===== src/rtl/pfe_pkg.sv =====
// Shared types, codes and constants of the palette fade engine.
`default_nettype none

package pfe_pkg;

  localparam int PFE_PALETTE_ENTRIES = 64;

  // Widest span a fade range can cover
  localparam int SPAN_CAP = 64;

  localparam logic [1:0] FUNC_LOAD  = 2'd0;
  localparam logic [1:0] FUNC_START = 2'd1;
  localparam logic [1:0] FUNC_TICK  = 2'd2;
  localparam logic [1:0] FUNC_READ  = 2'd3;

  localparam logic [1:0] BANK_WORK_A = 2'd0;
  localparam logic [1:0] BANK_WORK_B = 2'd2;

  localparam logic [1:0] SEL_FADE_IN   = 2'd0;
  localparam logic [1:0] SEL_FADE_OUT  = 2'd1;
  localparam logic [1:0] SEL_FLASH_IN  = 2'd2;
  localparam logic [1:0] SEL_FLASH_OUT = 2'd3;

  localparam logic [7:0] CH_STEP  = 8'd32;
  localparam logic [7:0] CH_WHITE = 8'd224;
  localparam logic [4:0] LAST_STEP = 5'd21;
  localparam logic [5:0] FULL_SPAN_OFFSET = 6'd63;

  typedef enum logic [2:0] {
    MODE_IDLE      = 3'd0,
    MODE_FADE_IN   = 3'd1,
    MODE_FADE_OUT  = 3'd2,
    MODE_FLASH_IN  = 3'd3,
    MODE_FLASH_OUT = 3'd4
  } mode_t;

  typedef struct packed {
    logic [7:0] red;
    logic [7:0] green;
    logic [7:0] blue;
  } rgb_t;

endpackage

`default_nettype wire


===== src/rtl/pfe_step_unit.sv =====
// Shared colour step unit: moves one channel of an entry by one fade step.
`default_nettype none

module pfe_step_unit import pfe_pkg::*; (
  input  mode_t mode,
  input  rgb_t  work,
  input  rgb_t  target,
  output rgb_t  stepped
);

  always_comb begin
    stepped = work;
    case (mode)
      MODE_FADE_IN: begin
        // raise the first channel below target, blue first
        if (target.blue > work.blue) begin
          stepped.blue = work.blue + CH_STEP;
        end else if (target.green > work.green) begin
          stepped.green = work.green + CH_STEP;
        end else if (target.red > work.red) begin
          stepped.red = work.red + CH_STEP;
        end
      end
      MODE_FLASH_IN: begin
        // lower the first channel above target, blue first
        if (target.blue < work.blue) begin
          stepped.blue = work.blue - CH_STEP;
        end else if (target.green < work.green) begin
          stepped.green = work.green - CH_STEP;
        end else if (target.red < work.red) begin
          stepped.red = work.red - CH_STEP;
        end
      end
      MODE_FADE_OUT: begin
        // drop the first lit channel, red first
        if (work.red != 8'd0) begin
          stepped.red = work.red - CH_STEP;
        end else if (work.green != 8'd0) begin
          stepped.green = work.green - CH_STEP;
        end else if (work.blue != 8'd0) begin
          stepped.blue = work.blue - CH_STEP;
        end
      end
      MODE_FLASH_OUT: begin
        // push the first channel short of white, red first
        if (work.red != CH_WHITE) begin
          stepped.red = work.red + CH_STEP;
        end else if (work.green != CH_WHITE) begin
          stepped.green = work.green + CH_STEP;
        end else if (work.blue != CH_WHITE) begin
          stepped.blue = work.blue + CH_STEP;
        end
      end
      default: begin
        stepped = work;
      end
    endcase
  end

endmodule

`default_nettype wire


===== config.mk =====
export PLATFORM = sky130hd
export DESIGN_NAME = pfe_step_unit
export DESIGN_NICKNAME = d
export VERILOG_FILES = /design/src/rtl/pfe_pkg.sv /design/src/rtl/pfe_step_unit.sv
export SDC_FILE = /design/constraint.sdc
export NUM_CORES = 1
export LEC_CHECK = 0
export BUFFER_PORTS_ARGS = -buffer_cell sky130_fd_sc_hd__buf_2
export CAP_MARGIN = 20
export CORE_ASPECT_RATIO = 2
export CORE_MARGIN = 10
export CORE_UTILIZATION = 54
export DETAILED_ROUTE_END_ITERATION = 16
export MAX_ROUTING_LAYER = met4
export PLACE_DENSITY = 0.88
export SETUP_SLACK_MARGIN = 0.1
export SYNTH_ARGS = -nofsm -noshare
export SYNTH_HDL_FRONTEND = slang
export SYNTH_SLANG_ARGS = --single-unit

===== constraint.sdc =====
create_clock -name vclk -period 8.1
set_clock_uncertainty 0.15 [all_clocks]
set_input_delay 0.405 -clock vclk [all_inputs]
set_output_delay 0.405 -clock vclk [all_outputs]
set_load 0.005 [all_outputs]

==> run_summary.xml <==
<?xml version="1.0" encoding="UTF-8"?>
<metrics>
  <group name="critical_path">
    <metric name="crit_path_end_kind" unit="">primary output</metric>
    <metric name="worst_ep_arrival" unit="ps">3010</metric>
    <metric name="worst-path-buf-inv" unit="">3</metric>
    <metric name="worstPathMaxFanout" unit="">6</metric>
    <metric name="path_delay_family" unit="">compound AO/OA/AOI/OAI gates</metric>
    <metric name="worst_path_max_delay_cell" unit="">or4_4</metric>
    <metric name="critical-path-max-stage-delay" unit="ps">560</metric>
    <metric name="cp_data_required_time" unit="ps">7550</metric>
    <metric name="worst_setup_path_class" unit="">input port to primary output</metric>
    <metric name="setup.worst_path.start_class" unit="">input port</metric>
    <metric name="crit_chain" unit="">buf_2, inv_1, ha_1, a21oi_1, a21boi_1, o32a_4, or4_4, a221o_1, a221o_1, buf_2</metric>
  </group>
  <group name="yosys">
    <metric name="fraction_of_the_mapped_netlist_area_in_compound_gates" unit="">0.328</metric>
    <metric name="synth_xor_xnor_area_share" unit="">0.0159</metric>
    <metric name="syn_warnings" unit="">0</metric>
    <metric name="synth_top_area_cell" unit="">ha_1</metric>
    <metric name="mappedNetlistNets" unit="">321</metric>
    <metric name="ys_top_cells_by_count" unit="">ha_1, inv_1, a21oi_1</metric>
    <metric name="post_synth_fa_ha_maj_area_fraction" unit="">0.227</metric>
    <metric name="synthMostInstantiatedCell" unit="">ha_1</metric>
    <metric name="synth_top_family_by_area" unit="">compound AO/OA/AOI/OAI gates</metric>
    <metric name="synth_top_cells_by_area" unit="">ha_1, buf_4, inv_1, a21oi_1, nand3_1</metric>
    <metric name="muxShareOfSynthArea" unit="">0.00607</metric>
    <metric name="synth-seq-area-share" unit="">0</metric>
    <metric name="synthesis.area_per_instance" unit="µm²">6.88</metric>
    <metric name="synthesis.instances" unit="">240</metric>
    <metric name="post_synth_and_or_nand_nor_area_fraction" unit="">0.284</metric>
    <metric name="synth_top_area_share" unit="">0.227</metric>
    <metric name="synthesis.area" unit="mm²">0.00165</metric>
    <metric name="synthDistinctLibCells" unit="">56</metric>
  </group>
  <group name="global_routing">
    <metric name="grt-ovfl-total" unit="">0</metric>
    <metric name="antenna_found_initial" unit="">0</metric>
    <metric name="grt_pass1_vias" unit="">2166</metric>
    <metric name="grt_pass1_wl" unit="µm">8910</metric>
    <metric name="grt_max_degree" unit="">11</metric>
    <metric name="grtUsageTotal" unit="">0.184</metric>
  </group>
  <group name="timing">
    <metric name="max_slew_violation_total_from_the_final_report" unit="">0</metric>
    <metric name="max_slew_headroom" unit="">0.563</metric>
    <metric name="setup_viol_count_final" unit="">0</metric>
    <metric name="fin_tns_setup" unit="ps">0</metric>
    <metric name="grt_setup_unrepaired" unit="">no</metric>
    <metric name="highest_achievable_clock_rate" unit="MHz">281</metric>
    <metric name="timing.final.crit_period" unit="ps">3560</metric>
    <metric name="tightest_slew" unit="ps">649</metric>
    <metric name="timing.final.hold_violations" unit="">0</metric>
    <metric name="final.period_utilization" unit="">0.440</metric>
  </group>
  <group name="cells_and_area">
    <metric name="regArea" unit="µm²">0</metric>
    <metric name="n_sequential_cell" unit="">0</metric>
    <metric name="layout-drive-gt1-share" unit="">0.287</metric>
    <metric name="layoutNonFillerInstCount" unit="">326</metric>
    <metric name="final_area" unit="mm²">0.00194</metric>
    <metric name="area_growth_syn_to_layout" unit="%">17.3</metric>
    <metric name="layout.clock_buffers" unit="">0</metric>
    <metric name="fillers" unit="">272</metric>
    <metric name="multi_input_comb_area" unit="mm²">0.00142</metric>
    <metric name="antennaDiodeCount" unit="">0</metric>
    <metric name="nNetsFinal" unit="">379</metric>
  </group>
  <group name="routing">
    <metric name="via_per_inst" unit="">6.51</metric>
    <metric name="drt_drc_violations_left" unit="">0</metric>
    <metric name="via_count" unit="">2121</metric>
    <metric name="avgRoutedWirePerCell" unit="µm">17.2</metric>
    <metric name="drt_iter0_drc" unit="">113</metric>
    <metric name="iteration_count_of_the_initial_detailed_routing_pass" unit="">5</metric>
    <metric name="postRouteAntennaNets" unit="">0</metric>
    <metric name="wl" unit="µm">5620</metric>
  </group>
  <group name="place">
    <metric name="detailed_place_hpwl" unit="µm">4970</metric>
    <metric name="portBuffers" unit="">75</metric>
    <metric name="detailed_place.area" unit="mm²">0.00194</metric>
    <metric name="dp.cells" unit="">326</metric>
    <metric name="place.gp.congestion" unit="">0.984</metric>
  </group>
  <group name="floorplanning">
    <metric name="die_h" unit="µm">98.2</metric>
    <metric name="placement_rows" unit="">28</metric>
    <metric name="floorplan.initialDensity" unit="">0.561</metric>
    <metric name="die_x" unit="µm">59.1</metric>
    <metric name="io-pin-count" unit="">75</metric>
    <metric name="floorplan.die_area" unit="mm²">0.00580</metric>
    <metric name="core_region_area" unit="mm²">0.00294</metric>
  </group>
  <group name="power">
    <metric name="leakagePower" unit="nW">0.997</metric>
    <metric name="vdd_ir_drop_max" unit="mV">0.0286</metric>
    <metric name="powerDensity" unit="mW/mm²">54.6</metric>
  </group>
  <group name="clocking">
    <metric name="post_cts_setup_buffer_count" unit="">0</metric>
    <metric name="post_cts_resize_count" unit="">0</metric>
    <metric name="cts-hold-fix-buffers" unit="">0</metric>
  </group>
  <group name="status">
    <metric name="status" unit="">finished clean</metric>
  </group>
  <group name="run">
    <metric name="timing.max_cap.violations" unit="">0</metric>
  </group>
  <group name="hold_path">
    <metric name="hp-class" unit="">input port to primary output</metric>
  </group>
</metrics>
==> final timing paths <==
kind,end,cells after the start,from
setup / recovery,stepped[22],10,work[14]
hold / removal,stepped[20],2,work[20]
==> layout make-up <==
type	instances	area share
Timing Repair Buffer	75	0.194
Inverter	27	0.0524
Tap cell	30	0.0194
Multi-Input combinational cell	194	0.734
==> logic make-up (layout without fill, tap and decap cells) <==
logic type,Yosys count,in the layout
fa+ha+maj,30,30
simple gates,84,84
mux,1,1
compound gates,76,76
xor+xnor,3,3
buf+inv,46,102
==> report_power, final <==
group | switching (mW) | internal, mW
Combinational | 0.0585 | 0.0472
Clock | 0 | 0
Sequential | 0 | 0
Total | 0.0585 | 0.0472
==> layout by cell type, fill, tap and decap left out, types with 3 or more instances in the layout <==
master and n:
nand2b_1 3, inv_1 26, ha_1 30, o21a_1 3
nor2_1 12, nand4_1 6, buf_2 75, a31oi_1 4
o21ai_0 13, and3_1 4, nand3_1 13, nor4_1 3
and2_1 3, nor2b_1 8, nor3_1 8, nand2_1 11
a211oi_1 3, a221o_1 3, o211ai_1 3, a21oi_1 18
a21o_1 5, o221ai_1 3
==> metrics by stage <==
step / utilization / total power [mW] / worst slack (ps) / hold slack (ps)
detailed placement: 0.658 / 0.104 / 4550 / 848
global route: 0.658 / 0.118 / 4420 / 859
floorplan: - / 0.0686 / 4920 / 728
CTS: 0.658 / 0.105 / 4540 / 848
finish: 0.658 / 0.106 / 4540 / 846
global placement: 0.658 / 0.102 / 4600 / 846
==> routing by layer <==
metal	vias to the layer above	part of all wire	GRT usage
li1	1007	-	-
met1	937	0.32	0.153
met2	137	0.53	0.342
met3	40	0.079	0.0363
met4	0	0.069	0.115
met5	-	0	-
No activity file was read; power rests on OpenSTA's default activity.
